## src/lkcc_ram.sv

```systemverilog
// generic single-write, single-read ram with registered read data
`timescale 1ns / 1ps

module lkcc_ram #(
    parameter int WIDTH = 8,
    parameter int DEPTH = 2
) (
    input  logic                     clk,
    input  logic                     we,
    input  logic [$clog2(DEPTH)-1:0] waddr,
    input  logic [WIDTH-1:0]         wdata,
    input  logic                     re,
    input  logic [$clog2(DEPTH)-1:0] raddr,
    output logic [WIDTH-1:0]         rdata
);

    logic [WIDTH-1:0] mem [DEPTH];
    logic [WIDTH-1:0] rdata_reg;

    always_ff @(posedge clk)
    begin
        if (we)
        begin
            mem[waddr] <= wdata;
        end
        if (re)
        begin
            rdata_reg <= mem[raddr];
        end
    end

    assign rdata = rdata_reg;

endmodule

```

## config.mk

```make
export PLATFORM = sky130hd
export DESIGN_NAME = lkcc_ram
export DESIGN_NICKNAME = d
export VERILOG_FILES = /design/src/lkcc_ram.sv
export SDC_FILE = /design/constraint.sdc
export NUM_CORES = 1
export LEC_CHECK = 0
export BUFFER_PORTS_ARGS = -buffer_cell sky130_fd_sc_hd__buf_2
export CAP_MARGIN = 20
export CORE_MARGIN = 1.5
export CORE_UTILIZATION = 50
export DETAILED_ROUTE_END_ITERATION = 10
export PLACE_DENSITY = 0.84
export SYNTH_ARGS = -nofsm -noshare
export SYNTH_HDL_FRONTEND = slang
export SYNTH_SLANG_ARGS = --single-unit
```

## constraint.sdc

```tcl
create_clock -name clk -period 1.31 [get_ports clk]
set_input_delay 0.262 -clock clk [delete_from_list [all_inputs] [get_ports clk]]
set_output_delay 0.262 -clock clk [all_outputs]
set_load 0.02 [all_outputs]
```

==> flow_summary.ini <==
[status]
outcome = complete, but fails checks
violations_in_the_final_reports = design-rule violations

[timing]
totalNegativeSetupSlack_ns = 0
timing.final.hold_violations = 0
hold-worst-slack_ns = 0.1454
grt_setup_unrepaired = false
final_period_minus_worst_setup_slack_ns = 1.095
setup_skew_after_layout_ns = 0.004342
worst_pin_slew_ns = 0.3450
slew_violations = 0
max-slew-margin-rel_pct = 77.00
timing.final.crit_share_pct = 83.61
finalSetupViolCount = 0
maxClockFrequency_mhz = 913.0

[die]
die_w_um = 44.59
core_area_mm2 = 0.001559
die_height_um = 44.59
top_level_ports = 21
floorplan.rows = 14
dieArea_mm2 = 0.001988
floorplan.initialDensity_pct = 55.46

[placement]
numPortBuffers = 20
globalplace.congestion = 0.6114
placed_cell_area_um2 = 980.9

[pwr]
seqPwrFrac_pct = 69.0
netSwitchingPower_uw = 256.8
pwr_density_cell_mw_per_mm2 = 1326
clock_power_share_pct = 21.9
static-leakage-power_uw = 0.0003966
power_switching_share_pct = 19.30
vdd.ir_drop.worst_mv = 0.8045
comb_power_share_pct = 9.1
internal-power_uw = 1073

[clocking]
clock_sink_count = 24
cts.repair.resized = 0
clk_path_buf_depth = 2
cts_made_buffers = 3
path_clk_slew_ns = 0.11
clkLatencyLatePin_ns = 0.29
htree_levels = 1
count_of_hold_buffers_inserted_by_post_cts_repair = 0
clock-root-buffer = clkbuf_4
tritoncts_clock_tree = built
postCtsSetupRepairBufs = 0

[worst_setup_path]
rr_worst_depth = 1
cpPeakStageDelay_ns = 0.37
cpLargestDelayFamily = flip-flops
cell_chain_of_the_critical_path = buf_2
critical_path_buf_inv_count = 1
worst-path-max-fanout = 1
arrival_ns = 0.83
endpoint_kind = output pin
crit-reg2reg-capture = rdata[7]$_DFFE_PP_
reg2reg_from = mem[0][7]$_DFFE_PP_
timing_worst_setup_path_type = reg -> out
startpoint_type = flop
data_required_time_at_the_worst_endpoint_ns = 1.05
cp_slowest_cell = edfxtp_1
setup.reg_to_reg.worst_slack_ns = 0.41

[min_path]
holdPathStages = 1
hold_path_end = mem[1][2]$_DFFE_PP_
min_path_type = in -> reg
holdCritStartpoint = wdata[2]

[flow_run]
maxCapViolCount = 0

[drt]
drt_iter0_markers = 12
vias = 373
drc_violation_count_after_routing = 1
antenna_left = 0
drt-wirelength-per-cell_um = 12.92
drt_wl_total_um = 956
drt_pre_antenna_iters = 6
via_per_inst = 5.041

[synth]
syn_inst = 35
netlist_area_um2 = 864.6
syn_avg_cell_area_um2 = 24.70
synth.net_count = 48
synth.lib_cells_used.distinct = 5
yosys_warnings = 0
ys_ff_latch = 24
synth.yosys.seq_area_share_pct = 83.36

[cells_and_area]
final_net_count = 73
largest_register_ffs = 16
post_route_cells_drive_above_1_share_pct = 55.17
design_area_mm2 = 0.001003
fillers = 111
area_growth_syn_to_layout_pct = 16.06
n_antenna_cell = 0

[grt]
grt_util_all_layers_pct = 10.58
grt_first_pass_wirelength_mm = 1.380
antenna_violations_before_repair = 0
number_of_global_route_vias_before_repair = 347
global_route.overflow_total = 0
pin_count_of_the_biggest_net_entering_global_routing = 13
[worst max-delay path by stage]
stage,startpoint,endpoint,slack (ns),cells past startpoint
5_1_grt,rdata[7]$_DFFE_PP_,rdata[7],0.15,1
3_5_place_dp,raddr,rdata[1]$_DFFE_PP_,0.20,2
3_3_place_gp,raddr,rdata[2]$_DFFE_PP_,0.24,2
6_report,rdata[7]$_DFFE_PP_,rdata[7],0.21,1
2_1_floorplan,we,mem[0][0]$_DFFE_PP_,0.25,1
4_1_cts,rdata[7]$_DFFE_PP_,rdata[7],0.19,1
[synthesized netlist by cell type, drive strengths merged]
library cell | instances | share of area, %
buf | 1 | 1.3
and2 | 1 | 0.72
nor2b | 1 | 0.72
edfxtp | 24 | 83
mux2 | 8 | 14
[area by class of cell]
cell class | instances | area (um2) | share of cell area [%]
Sequential cell | 24 | 720.7 | 71.82
Multi-Input combinational cell | 10 | 132.6 | 13.22
Clock buffer | 3 | 22.52 | 2.244
Tap cell | 16 | 20.02 | 1.995
Timing Repair Buffer | 21 | 107.6 | 10.72
[through the flow]
step	cells	util [%]	total power, uW	setup WS (ns)
final	74	64.37	1330	0.2147
after global routing	74	64.37	1384	0.1492
after CTS	74	64.37	1348	0.1941
after detailed placement	71	62.92	1061	0.2045
after global placement	71	62.92	1054	0.2386
after floorplan	35	-	1012	0.2546
[cells in the final DEF (no fill, tap or decap)]
| cell | count |
|---|---|
| edfxtp_1 | 24 |
| mux2_4 | 8 |
| and2_1 | 1 |
| nor2b_1 | 1 |
| buf_4 | 1 |
| clkbuf_4 | 3 |
| buf_2 | 20 |
[layer usage]
metal	part of all wire, %	up-vias	track usage [%]
met2	50	21	17.39
met4	0	0	7.273
met3	7.5	0	2.857
met1	43	169	11.86
li1	-	183	-
met5	0	-	0
[cell families (layout without fill, tap and decap cells)]
group	count (synthesis)	in the layout	share of synthesized area, %
simple gates	2	2	1.448
buf+inv	1	24	1.302
flops	24	24	83.36
mux	8	8	13.89
[power groups by stage]
| stage | registers [uW] | logic (uW) | clock network (uW) |
|---|---|---|---|
| floorplan | 959 | 52.5 | 0 |
| global placement | 935 | 119 | 0 |
| detailed placement | 937 | 123 | 0 |
| CTS | 919 | 123 | 305 |
| global route | 923 | 130 | 331 |
| finish | 918 | 121 | 291 |
(Power assumes the default switching activity.)
