`src/lkcc_pkg.sv`:
```
// shared types and constants for the layered key color compositor
`timescale 1ns / 1ps

package lkcc_pkg;

    localparam int KEYS_DEF       = 128;
    localparam int MAX_LAYERS_DEF = 8;
    localparam int COLOR_W        = 24;
    localparam int ENTRY_W        = COLOR_W + 1;
    localparam logic [COLOR_W-1:0] RESET_COLOR = 24'hFF0000;

    typedef enum logic [1:0] {
        REQ_SET    = 2'd0,
        REQ_CLEAR  = 2'd1,
        REQ_LOOKUP = 2'd2
    } req_t;

    typedef enum logic [1:0] {
        ST_DONE    = 2'd0,
        ST_IGNORED = 2'd1,
        ST_FULL    = 2'd2
    } status_t;

    typedef enum logic [1:0] {
        S_CLR,
        S_IDLE,
        S_EXEC,
        S_SCAN
    } state_t;

    typedef struct packed {
        logic [1:0]         req_type;
        logic [7:0]         key_index;
        logic [7:0]         layer_index;
        logic [COLOR_W-1:0] color_rgb;
    } item_t;

    typedef struct packed {
        logic [COLOR_W-1:0] color_out;
        logic               color_active;
        status_t            status;
    } result_t;

endpackage

```
`src/lkcc_core.sv`:
```
// request sequencer: clearing pass, set and clear writes, downward lookup scan
`timescale 1ns / 1ps

module lkcc_core #(
    parameter int KEYS       = lkcc_pkg::KEYS_DEF,
    parameter int MAX_LAYERS = lkcc_pkg::MAX_LAYERS_DEF
) (
    input  logic                                  clk,
    input  logic                                  rst_n,
    input  logic                                  in_valid,
    output logic                                  in_ready,
    input  lkcc_pkg::item_t                       item,
    output logic                                  res_valid,
    input  logic                                  res_ready,
    output lkcc_pkg::result_t                     res,
    output logic                                  mem_we,
    output logic [$clog2(KEYS*MAX_LAYERS)-1:0]    mem_waddr,
    output logic [lkcc_pkg::ENTRY_W-1:0]          mem_wdata,
    output logic                                  mem_re,
    output logic [$clog2(KEYS*MAX_LAYERS)-1:0]    mem_raddr,
    input  logic [lkcc_pkg::ENTRY_W-1:0]          mem_rdata
);

    import lkcc_pkg::*;

    localparam int DEPTH = KEYS * MAX_LAYERS;
    localparam int AW    = $clog2(DEPTH);
    localparam int LW    = $clog2(MAX_LAYERS);
    localparam int CW    = $clog2(MAX_LAYERS + 1);

    state_t          state_reg, state_next;
    item_t           item_reg, item_next;
    logic [CW-1:0]   inuse_reg, inuse_next;
    logic [LW-1:0]   cur_reg, cur_next;
    logic            pend_reg, pend_next;
    logic            pend_last_reg, pend_last_next;
    logic [AW-1:0]   clr_reg, clr_next;

    logic            key_ok;
    logic            layer_ok;
    logic            full;
    logic [LW-1:0]   top_layer;
    logic [LW-1:0]   set_layer;
    logic            hit;

    function automatic logic [AW-1:0] slot(input logic [LW-1:0] l, input logic [7:0] k);
        slot = AW'(l) * AW'(KEYS) + AW'(k);
    endfunction

    assign key_ok    = {1'b0, item_reg.key_index} < 9'(KEYS);
    assign layer_ok  = {1'b0, item_reg.layer_index} < 9'(inuse_reg);
    assign full      = inuse_reg == CW'(MAX_LAYERS);
    assign top_layer = LW'(inuse_reg - CW'(1));
    // a set above the top lands on the next layer up, unless the stack is full
    assign set_layer = layer_ok ? LW'(item_reg.layer_index) : LW'(inuse_reg);
    assign hit       = pend_reg && mem_rdata[ENTRY_W-1];

    always_ff @(posedge clk or negedge rst_n)
    begin
        if (!rst_n)
        begin
            state_reg     <= S_CLR;
            inuse_reg     <= CW'(2);
            pend_reg      <= 1'b0;
            pend_last_reg <= 1'b0;
            clr_reg       <= '0;
        end
        else
        begin
            state_reg     <= state_next;
            inuse_reg     <= inuse_next;
            pend_reg      <= pend_next;
            pend_last_reg <= pend_last_next;
            clr_reg       <= clr_next;
        end
    end

    always_ff @(posedge clk)
    begin
        item_reg <= item_next;
        cur_reg  <= cur_next;
    end

    always_comb
    begin
        state_next     = state_reg;
        item_next      = item_reg;
        inuse_next     = inuse_reg;
        cur_next       = cur_reg;
        pend_next      = pend_reg;
        pend_last_next = pend_last_reg;
        clr_next       = clr_reg;
        in_ready       = 1'b0;
        res_valid      = 1'b0;
        res            = '{color_out: '0, color_active: 1'b0, status: ST_DONE};
        mem_we         = 1'b0;
        mem_waddr      = slot(set_layer, item_reg.key_index);
        mem_wdata      = '0;
        mem_re         = 1'b0;
        mem_raddr      = slot(cur_reg, item_reg.key_index);

        case (state_reg)
            S_CLR:
            begin
                // one entry per cycle: layer 0 gets active red, the rest inactive
                mem_we    = 1'b1;
                mem_waddr = clr_reg;
                mem_wdata = (clr_reg < AW'(KEYS)) ? {1'b1, RESET_COLOR} : '0;
                clr_next  = clr_reg + AW'(1);
                if (clr_reg == AW'(DEPTH - 1))
                begin
                    state_next = S_IDLE;
                end
            end

            S_IDLE:
            begin
                in_ready = 1'b1;
                if (in_valid)
                begin
                    item_next  = item;
                    state_next = S_EXEC;
                end
            end

            S_EXEC:
            begin
                res_valid = 1'b1;
                if (!key_ok)
                begin
                    res.status = ST_IGNORED;
                end
                else
                begin
                    case (item_reg.req_type)
                        REQ_SET:
                        begin
                            if (!layer_ok && full)
                            begin
                                res.status = ST_FULL;
                            end
                            else
                            begin
                                mem_we    = res_ready;
                                mem_wdata = {1'b1, item_reg.color_rgb};
                                if (!layer_ok && res_ready)
                                begin
                                    inuse_next = inuse_reg + CW'(1);
                                end
                            end
                        end
                        REQ_CLEAR:
                        begin
                            if (!layer_ok)
                            begin
                                res.status = ST_IGNORED;
                            end
                            else
                            begin
                                mem_we = res_ready;
                            end
                        end
                        REQ_LOOKUP:
                        begin
                            res_valid      = 1'b0;
                            cur_next       = layer_ok ? LW'(item_reg.layer_index) : top_layer;
                            pend_next      = 1'b0;
                            pend_last_next = 1'b0;
                            state_next     = S_SCAN;
                        end
                        default:
                        begin
                            res.status = ST_IGNORED;
                        end
                    endcase
                end
                if (res_valid && res_ready)
                begin
                    state_next = S_IDLE;
                end
            end

            S_SCAN:
            begin
                if (hit || (pend_reg && pend_last_reg))
                begin
                    // read data holds while the result waits for a free slot
                    res_valid          = 1'b1;
                    res.color_active   = hit;
                    res.color_out      = hit ? mem_rdata[COLOR_W-1:0] : '0;
                    if (res_ready)
                    begin
                        pend_next  = 1'b0;
                        state_next = S_IDLE;
                    end
                end
                else
                begin
                    // one read per cycle, checked on the next
                    mem_re         = 1'b1;
                    pend_next      = 1'b1;
                    pend_last_next = cur_reg == '0;
                    cur_next       = cur_reg - LW'(1);
                end
            end

            default:
            begin
                state_next = S_IDLE;
            end
        endcase
    end

endmodule

```
`config.mk`:
```
export PLATFORM = sky130hd
export DESIGN_NAME = lkcc_core
export DESIGN_NICKNAME = d
export VERILOG_FILES = /design/src/lkcc_pkg.sv /design/src/lkcc_core.sv
export SDC_FILE = /design/constraint.sdc
export NUM_CORES = 1
export LEC_CHECK = 0
export BUFFER_PORTS_ARGS = -buffer_cell sky130_fd_sc_hd__clkbuf_2
export CAP_MARGIN = 30
export CORE_ASPECT_RATIO = 1.2
export CORE_UTILIZATION = 44
export CTS_BUF_LIST = sky130_fd_sc_hd__clkbuf_2
export CTS_CLUSTER_SIZE = 10
export DETAILED_ROUTE_END_ITERATION = 16
export GPL_TIMING_DRIVEN = 0
export PLACE_DENSITY_LB_ADDON = 0.05
export SYNTH_ARGS = -nofsm -noshare
export SYNTH_HDL_FRONTEND = slang
export SYNTH_SLANG_ARGS = --single-unit
```
`constraint.sdc`:
```
create_clock -name clk -period 2.4 [get_ports clk]
set_input_delay 0.48 -clock clk [delete_from_list [all_inputs] [get_ports clk]]
set_output_delay 0.48 -clock clk [all_outputs]
set_load 0.02 [all_outputs]
```
==> PnR_summary.wiki, run 1 <==
{| class="wikitable"
! Metric !! Value
|-
| Worst-case vdd ir drop || 0.607 mV
|-
| Total clock buffers created by CTS || 9
|-
| Worst EP arrival || 2.81 ns
|-
| Maximum root-to-sink buffer count || 2
|-
| Worst-case hold path end point || item_reg[25]
|-
| Setup WS pre-CTS || -0.468 ns
|-
| Area share of the leading cell type in the synthesized netlist || approximately two fifths
|-
| Type of the worst setup path || reg -> out
|-
| Result of the run || finished with violations
|-
| CP required || 1.92 ns
|-
| Xor and xnor fraction of the mapped netlist area || 4.01%
|-
| Area of the mapped netlist || 0.00327 mm2
|-
| Leakage || 2.31 nW
|-
| Reg2Reg Capture Point || cur_reg[0]
|-
| CP peak stage delay || 0.61 ns
|-
| Placed Cells incl. Taps || 504
|-
| Area of the die || between 0.007 and 0.008 mm2
|-
| Startpoint of the worst-slack reg-to-reg timing path || inuse_reg[1]
|-
| Initial DRC count || 71
|-
| Net count after synthesis || roughly 360
|-
| Number of ports placed on the die boundary || 147
|-
| Post-Layout Cell Count || roughly 540
|-
| Final setup skew || 0.0467 ns
|-
| Transition time at the pin with the least slew margin || between 0.6 and 0.7 ns
|-
| Final Slew Violations || 0
|-
| Summed area of non-filler cells in the final layout || 0.00476 mm2
|-
| Nets || 535
|-
| Share of cells above drive strength 1 || 53.0%
|-
| Start point of the worst hold path || item[25]
|-
| Gate count of the mapped netlist || 267
|-
| Post-Route WL || 7.31 mm
|-
| Final min period || approximately 3.3 ns
|-
| Wire per inst || 13.5 um
|-
| Violated checks || setup timing
|-
| Total of max-cap violations || 0
|-
| Mux share of post-synthesis cell area || 5.89%
|-
| Final period utilization || 137%
|-
| Residual overflow from global routing || 0
|-
| Total Routing Usage GR || 19.1%
|-
| Most area-hungry cell type in the Yosys netlist || sky130_fd_sc_hd__edfxtp_1
|-
| Critical path buffers and inverters || 3
|-
| Startpoint type of the worst setup path || flop
|-
| Leading cell types by total area after synthesis || sky130_fd_sc_hd__edfxtp_1 (41%), sky130_fd_sc_hd__dfrtp_1 (13%), sky130_fd_sc_hd__and2_1 (8.0%), sky130_fd_sc_hd__ha_1 (6.9%), sky130_fd_sc_hd__mux2_2 (3.4%)
|-
| Number of flip-flops under the largest register name || 42
|-
| Number of diodes added for antenna fixing || 0
|-
| Main synth FF type || sky130_fd_sc_hd__edfxtp_1
|-
| First drt pass iteration count || 4
|-
| Detailed placement HPWL || 5.35 mm
|-
| Upper clock frequency limit || 304 MHz
|-
| Hold/Removal Path Class || in -> reg
|-
| Count of flip-flops with a built-in enable after synthesis || 45
|-
| Share of flip-flops with an asynchronous set or reset after synthesis || 28.6%
|-
| Clock H-tree levels || 3
|-
| Number of remaining DRC errors || 0
|-
| Compound-cell area share of the yosys netlist || around 7.6%
|-
| Routability Congestion || 0.815
|-
| Avg Cell Area, Syn || between 10 and 15 um2
|-
| Core outline area || 0.00723 mm2
|-
| Antenna violations before repair || 0
|-
| Die span in x || 80.7 um
|-
| Critical Path Fanout Max || 5
|-
| Power density normalized to cell area || 1040 mW/mm2
|-
| Most numerous cell on the critical path || sky130_fd_sc_hd__ha_4
|-
| Number of global-route vias before repair || 2,452
|-
| Root Buffer Master || sky130_fd_sc_hd__clkbuf_2
|-
| Count of unique library cells instantiated by Yosys || 44
|-
| Endpoints failing hold || 0
|-
| Number of inserted filler cells in the final layout || around 610
|-
| Nature of the critical path endpoint || primary output
|-
| Area taken by multi-input logic gates || 0.00151 mm2
|-
| Average vias per placed instance || 4.86
|-
| R2R depth || 11
|-
| Die Ht || between 90 and 100 um
|-
| Most frequent standard cell in the layout excluding fill and tap cells || sky130_fd_sc_hd__clkbuf_2
|-
| First-pass GRT wire length || 10.9 mm
|-
| Placed inst area || 0.00419 mm2
|-
| Final TNS setup || -21.44 ns
|-
| Worst hold path cell count || 1
|-
| CTS clock-pin slew for the worst setup and hold paths || 0.20 ns
|-
| Post-route ant nets || 0
|-
| Worst hold margin || ~0.14 ns
|-
| Worst path slowest cell || sky130_fd_sc_hd__dfstp_2
|-
| Synthesis warning total || 0
|-
| Critical Path, Cell by Cell || inv_4, ha_4, a21oi_4, o211a_1, buf_6, nand2_4, o21ai_4, ha_4, ha_4, nor3b_1, o21ai_1, nand3_2, buf_8
|-
| Simple-Gate Fraction of Synth Area || roughly 16%
|-
| Largest family of logic cells by synthesized area || simple AND/OR/NAND/NOR gates
|-
| Total of buffers placed on input and output ports || 146
|-
| Setup violations, final || 32
|-
| Sequential-to-total area share from yosys stat || 55.1%
|-
| Area growth from synthesis to final layout || 45.3%
|-
| Worst max-slew margin expressed relative to the limit || 59.6%
|-
| Footprint of the flip-flops and latches || around 0.0018 mm2
|-
| TritonCTS clock tree || built
|-
| Effective utilization at floorplan || 45.3%
|-
| Clock latency at the later pin of the worst-skew pair || 0.49 ns
|-
| Unrepaired setup endpoints after global routing || yes
|-
| FF-to-FF setup slack || 0.14 ns
|-
| Smallest setup slack after layout || -0.886 ns
|-
| Clk sinks || 63
|-
| Std cell rows || 34
|-
| Most used cells in the layout excluding fill and tap cells || sky130_fd_sc_hd__clkbuf_2 (142), sky130_fd_sc_hd__edfxtp_1 (45), sky130_fd_sc_hd__and2_1 (39)
|-
| Fraction of the mapped netlist area in adder cells || under 10%
|-
| Top delay family on crit path || flip-flops
|-
| Pin count of the biggest net entering global routing || 27
|-
| Flops & latches, synth || 63
|-
| Routed via count || 2,627
|}
layout make-up:
type / instances / share of cell area [%]
flip-flops and latches: 63 / 37.9
multi-input cells: 175 / 31.8
repair buffers: 169 / 21.3
plain buffers: 14 / 2.71
well taps: 90 / 2.37
clock inverters: 5 / 1.58
inverters: 14 / 1.21
clock buffers: 11 / 1.16
synth_stat cells, types with 3 or more instances:
master / number
sky130_fd_sc_hd__edfxtp_1: 45
sky130_fd_sc_hd__xnor2_1: 10
sky130_fd_sc_hd__xor2_1: 5
sky130_fd_sc_hd__mux2_2: 10
sky130_fd_sc_hd__nand2_1: 11
sky130_fd_sc_hd__a21o_1: 9
sky130_fd_sc_hd__nand3_1: 6
sky130_fd_sc_hd__mux2i_1: 8
sky130_fd_sc_hd__ha_1: 18
sky130_fd_sc_hd__nor3b_1: 3
sky130_fd_sc_hd__buf_4: 7
sky130_fd_sc_hd__clkbuf_1: 4
sky130_fd_sc_hd__inv_1: 14
sky130_fd_sc_hd__o21ai_0: 11
sky130_fd_sc_hd__and2_1: 42
sky130_fd_sc_hd__nand4_1: 4
sky130_fd_sc_hd__nor2_1: 8
sky130_fd_sc_hd__dfrtp_1: 17
sky130_fd_sc_hd__nor3_1: 5
layer usage:
| metal | track usage (%) | share of wire, % | up-vias |
|---|---|---|---|
| met5 | 0 | 0 | - |
| met1 | 21.9 | 40 | 1206 |
| met3 | 5.26 | 7.7 | 14 |
| met2 | 32.4 | 50 | 113 |
| met4 | 10.3 | 2.0 | 0 |
| li1 | - | - | 1294 |
worst max-delay path by stage:
| stage | to | start | depth (start not counted) | slack, ns |
|---|---|---|---|---|
| after CTS | mem_waddr[9] | inuse_reg[1] | 13 | -0.96 |
| after global routing | mem_waddr[9] | inuse_reg[1] | 13 | -1.04 |
| after global placement | mem_waddr[9] | inuse_reg[1] | 13 | -0.43 |
| after floorplan | mem_waddr[9] | inuse_reg[1] | 12 | -0.21 |
| final | mem_waddr[9] | inuse_reg[1] | 13 | -0.89 |
| after detailed placement | mem_waddr[9] | inuse_reg[1] | 13 | -0.47 |
timing repair:
| item | in CTS | in global routing |
|---|---|---|
| setup endpoints to repair | 59 | 60 |
| buffers inserted | 9 | 12 |
| resized for setup | 30 | 64 |
| cloned | 0 | 1 |
| pin swaps | 11 | 7 |
| hold buffers | 1 | 0 |
| hold endpoints to repair | 17 | 0 |
stage by stage:
step	utilization (%)	power, W
after global routing	65.8	0.00530
final	65.8	0.00496
after CTS	62.3	0.00471
after global placement	57.6	0.00371
after floorplan	-	0.00313
after detailed placement	57.9	0.00378
worst reg2reg max path, delay by kind of cell (launching register included):
kind,cells,cell delay [ns]
AO/OA/AOI/OAI,2,0.27
multiplexers,2,0.26
buffers and inverters,6,0.64
adder cells (fa/ha/maj),1,0.26
flip-flops,1,0.61
kinds of logic (layout without fill, tap and decap cells):
logic type / Yosys count / after routing
mux: 18 / 18
flops: 63 / 63
compound gates: 35 / 35
simple gates: 89 / 89
buf+inv: 29 / 213
fa+ha+maj: 18 / 18
xor+xnor: 15 / 15
power by group:
group          internal, W  switching, W
clock             0.000348      0.000380
combinational      0.00118       0.00134
sequential         0.00150      0.000207
total              0.00303       0.00192
Note: power is estimated with default switching activity, not from simulation.
==> run 2, diff against run 1 <==
--- a/config.mk
+++ b/config.mk
@@ -9,5 +9,5 @@
 export CAP_MARGIN = 30
 export CORE_ASPECT_RATIO = 1.2
-export CORE_UTILIZATION = 44
+export CORE_UTILIZATION = 53
 export CTS_BUF_LIST = sky130_fd_sc_hd__clkbuf_2
 export CTS_CLUSTER_SIZE = 10
@@ -15,4 +15,5 @@
 export GPL_TIMING_DRIVEN = 0
 export PLACE_DENSITY_LB_ADDON = 0.05
+export SLEW_MARGIN = 20
 export SYNTH_ARGS = -nofsm -noshare
 export SYNTH_HDL_FRONTEND = slang
==> constraint.sdc (replaced) <==
create_clock -name clk -period 4.2 [get_ports clk]
set_input_delay 0.84 -clock clk [delete_from_list [all_inputs] [get_ports clk]]
set_output_delay 0.84 -clock clk [all_outputs]
set_load 0.05 [all_outputs]
==> run 2 against run 1 <==
Net effect: the run now ends clean; power fell by 41%; non-clock buffer count fell by 20; clock-buffer cell count fell by 1; first-iteration DRC count rose by 96%; wire length fell by 12%; utilization rose by 5.3 points; critical endpoint unchanged; highest routed layer unchanged.
==> PnR_summary.wiki, run 2 (synthesis results as in run 1) <==
{| class="wikitable"
! Metric !! Value
|-
| Critical Path Fanout Max || 10 (was 5)
|-
| Startpoint type of the worst setup path || flop (unchanged)
|-
| Leakage || 2.13 nW (was 2.31 nW)
|-
| Worst EP arrival || 3.11 ns (was 2.81 ns)
|-
| Initial DRC count || 139 (was 71)
|-
| Most frequent standard cell in the layout excluding fill and tap cells || sky130_fd_sc_hd__clkbuf_2 (unchanged)
|-
| CTS clock-pin slew for the worst setup and hold paths || 0.19 ns (was 0.20 ns)
|-
| Number of flip-flops under the largest register name || 42 (unchanged)
|-
| Result of the run || complete, no violations (was finished with violations)
|-
| Number of global-route vias before repair || 2,260 (was 2,452)
|-
| Worst path slowest cell || sky130_fd_sc_hd__dfstp_2 (unchanged)
|-
| First-pass GRT wire length || 9.73 mm (was 10.9 mm)
|-
| Total net switching power || 0.00142 W (was 0.00192 W)
|-
| Unrepaired setup endpoints after global routing || no (was yes)
|-
| CP peak stage delay || 0.58 ns (was 0.61 ns)
|-
| Number of inserted filler cells in the final layout || 438 (was 608)
|-
| First drt pass iteration count || 4 (unchanged)
|-
| Upper clock frequency limit || 253 MHz
|-
| TritonCTS clock tree || built (unchanged)
|-
| Clock H-tree levels || 3 (unchanged)
|-
| Sw Share || 48.4% (was 38.8%)
|-
| Most used cells in the layout excluding fill and tap cells || sky130_fd_sc_hd__clkbuf_2 (157), sky130_fd_sc_hd__edfxtp_1 (45), sky130_fd_sc_hd__and2_1 (41) (was sky130_fd_sc_hd__clkbuf_2 (142), sky130_fd_sc_hd__edfxtp_1 (45), sky130_fd_sc_hd__and2_1 (39))
|-
| Hold/Removal Path Class || in -> async (was in -> reg)
|-
| Pin count of the biggest net entering global routing || 34 (was 27)
|-
| Total of max-cap violations || 0 (unchanged)
|-
| Final period utilization || 94.1%
|-
| Power density normalized to cell area || 686 mW/mm2 (was 1040 mW/mm2)
|-
| Die span in x || 73.7 um (was 80.7 um)
|-
| Effective utilization at floorplan || 54.4% (was 45.3%)
|-
| Final TNS setup || 0 ns (was -21.44 ns)
|-
| Area growth from synthesis to final layout || 30.6% (was 45.3%)
|-
| Share of cells above drive strength 1 || 44.8% (was 53.0%)
|-
| Clock latency at the later pin of the worst-skew pair || 0.50 ns (was 0.49 ns)
|-
| Part of the total power dissipated in sequential elements || 32.9% (was 34.5%)
|-
| Area of the die || 0.00650 mm2 (was 0.00779 mm2)
|-
| Final Slew Violations || 0 (unchanged)
|-
| Number of remaining DRC errors || 0 (unchanged)
|-
| Post-Route WL || 6.44 mm (was 7.31 mm)
|-
| CP required || 3.36 ns (was 1.92 ns)
|-
| Root Buffer Master || sky130_fd_sc_hd__clkbuf_2 (unchanged)
|-
| Buffers inserted during post-CTS setup optimization || 0 (was 9)
|-
| Nets || 515 (was 535)
|-
| Total Routing Usage GR || 20.5% (was 19.1%)
|-
| Most numerous cell on the critical path || sky130_fd_sc_hd__ha_1 (was sky130_fd_sc_hd__ha_4)
|-
| Worst hold margin || 0.263 ns (was 0.143 ns)
|-
| Transition time at the pin with the least slew margin || 0.531 ns (was 0.602 ns)
|-
| Total of buffers placed on input and output ports || 146 (unchanged)
|-
| Antenna violations before repair || 0 (unchanged)
|-
| Wire per inst || 12.6 um (was 13.5 um)
|-
| Setup violations, final || 0 (was 32)
|-
| Total clock buffers created by CTS || 9 (unchanged)
|-
| Endpoints failing hold || 0 (unchanged)
|-
| Clock power share || 14.1% (was 14.7%)
|-
| Combinational group share of total power || 53.0% (was 50.8%)
|-
| Hold bufs inserted after CTS || 0 (was 1)
|-
| Post-route ant nets || 0 (unchanged)
|-
| Nature of the critical path endpoint || primary output (unchanged)
|-
| Residual overflow from global routing || 0 (unchanged)
|-
| Worst max-slew margin expressed relative to the limit || 64.6% (was 59.6%)
|-
| Final min period || 3.95 ns
|-
| Routability Congestion || 0.785 (was 0.815)
|-
| Final setup skew || 0.0216 ns (was 0.0467 ns)
|-
| Worst-case vdd ir drop || 0.602 mV (was 0.607 mV)
|-
| Core outline area || 0.00601 mm2 (was 0.00723 mm2)
|-
| Cell Int Power || 0.00151 W (was 0.00303 W)
|-
| Detailed placement HPWL || 4.98 mm (was 5.35 mm)
|-
| Number of diodes added for antenna fixing || 0 (unchanged)
|-
| Clk sinks || 63 (unchanged)
|-
| Std cell rows || 31 (was 34)
|-
| Die Ht || 88.1 um (was 96.5 um)
|-
| Average vias per placed instance || 4.93 (was 4.86)
|-
| Number of ports placed on the die boundary || 147 (unchanged)
|-
| Critical Path, Cell by Cell || inv_1, ha_1, a21oi_2, o211a_1, buf_6, o21ai_0, ha_1, ha_1, nor3b_1, o21ai_0, nand3_1, buf_6 (was inv_4, ha_4, a21oi_4, o211a_1, buf_6, nand2_4, o21ai_4, ha_4, ha_4, nor3b_1, o21ai_1, nand3_2, buf_8)
|-
| Routed via count || 2,528 (was 2,627)
|-
| Maximum root-to-sink buffer count || 2 (unchanged)
|-
| Type of the worst setup path || reg -> out (unchanged)
|}
run 2: cell types whose count changed in the layout (fill, tap and decap cells not counted), sizes merged:
cell         previous run  this run
buf                    48        12
clkbuf                145       161
clkinv                  2         3
dlygate4sd3             1         0
run 2: critical path: cells and delay by family (launching register included):
kind | cells | cell delay, ns
adder cells (fa/ha/maj) | 3 | 0.71
AO/OA/AOI/OAI | 4 | 0.64
AND/OR/NAND/NOR | 2 | 0.28
flip-flops | 1 | 0.58
buffers and inverters | 3 | 0.41
run 2: area by class of cell:
type	instances	area [um2]	share of cell area (%)
Sequential cell	63	1800	42.2
Buffer	15	93.8	2.20
Tap cell	82	103	2.40
Clock buffer	10	50.0	1.17
Inverter	14	52.6	1.23
Timing Repair Buffer	148	762	17.8
Multi-Input combinational cell	175	1330	31.0
Clock inverter	6	85.1	1.99
run 2: repair_timing:
| item | CTS | global route |
|---|---|---|
| endpoints found under the setup margin | 0 | 1 |
| endpoints found under the hold margin | 0 | 0 |
| gates resized for setup | 0 | 4 |
run 2: stage by stage:
stage | cell area, um2 | setup WS (ns) | utilization, % | power, W | instances
after global placement | 4110 | 0.792 | 68.3 | 0.00248 | 495
after CTS | 4260 | 0.133 | 70.9 | 0.00294 | 512
after floorplan | 3270 | 0.881 | - | 0.00218 | 267
after detailed placement | 4130 | 0.717 | 68.7 | 0.00253 | 496
after global routing | 4270 | 0.0125 | 71.1 | 0.00310 | 513
final | 4270 | 0.246 | 71.1 | 0.00293 | 513
run 2: path summary, 6_finish.rpt:
kind                              start       endpoint  slack, ns  cells past startpoint
setup / recovery           inuse_reg[1]   mem_waddr[9]       0.25                     12
hold / removal                    rst_n  pend_last_reg       0.26                      1
setup reg to reg           inuse_reg[1]   inuse_reg[0]       2.21                      7
hold reg to reg              clr_reg[9]     clr_reg[9]       0.50                      1
max in group asynchronous         rst_n     clr_reg[6]       3.58                      1
min in group clk             clr_reg[9]     clr_reg[9]       0.50                      1
run 2: per-layer routing:
metal  vias to the layer above  GRT usage (%)  part of all wire, %
met5                         -              0                    0
met2                       124           35.4                   49
li1                       1252              -                    -
met1                      1144           23.0                   41
met3                         8           6.56                  8.4
met4                         0           8.92                  1.5
run 2: power groups by stage:
| stage | Clock, W | Combinational [W] | Sequential [W] |
|---|---|---|---|
| after detailed placement | 0 | 0.00155 | 0.000979 |
| after floorplan | 0 | 0.00123 | 0.000952 |
| after global placement | 0 | 0.00151 | 0.000977 |
| after CTS | 0.000425 | 0.00155 | 0.000965 |
| after global routing | 0.000444 | 0.00167 | 0.000983 |
| final | 0.000414 | 0.00155 | 0.000963 |
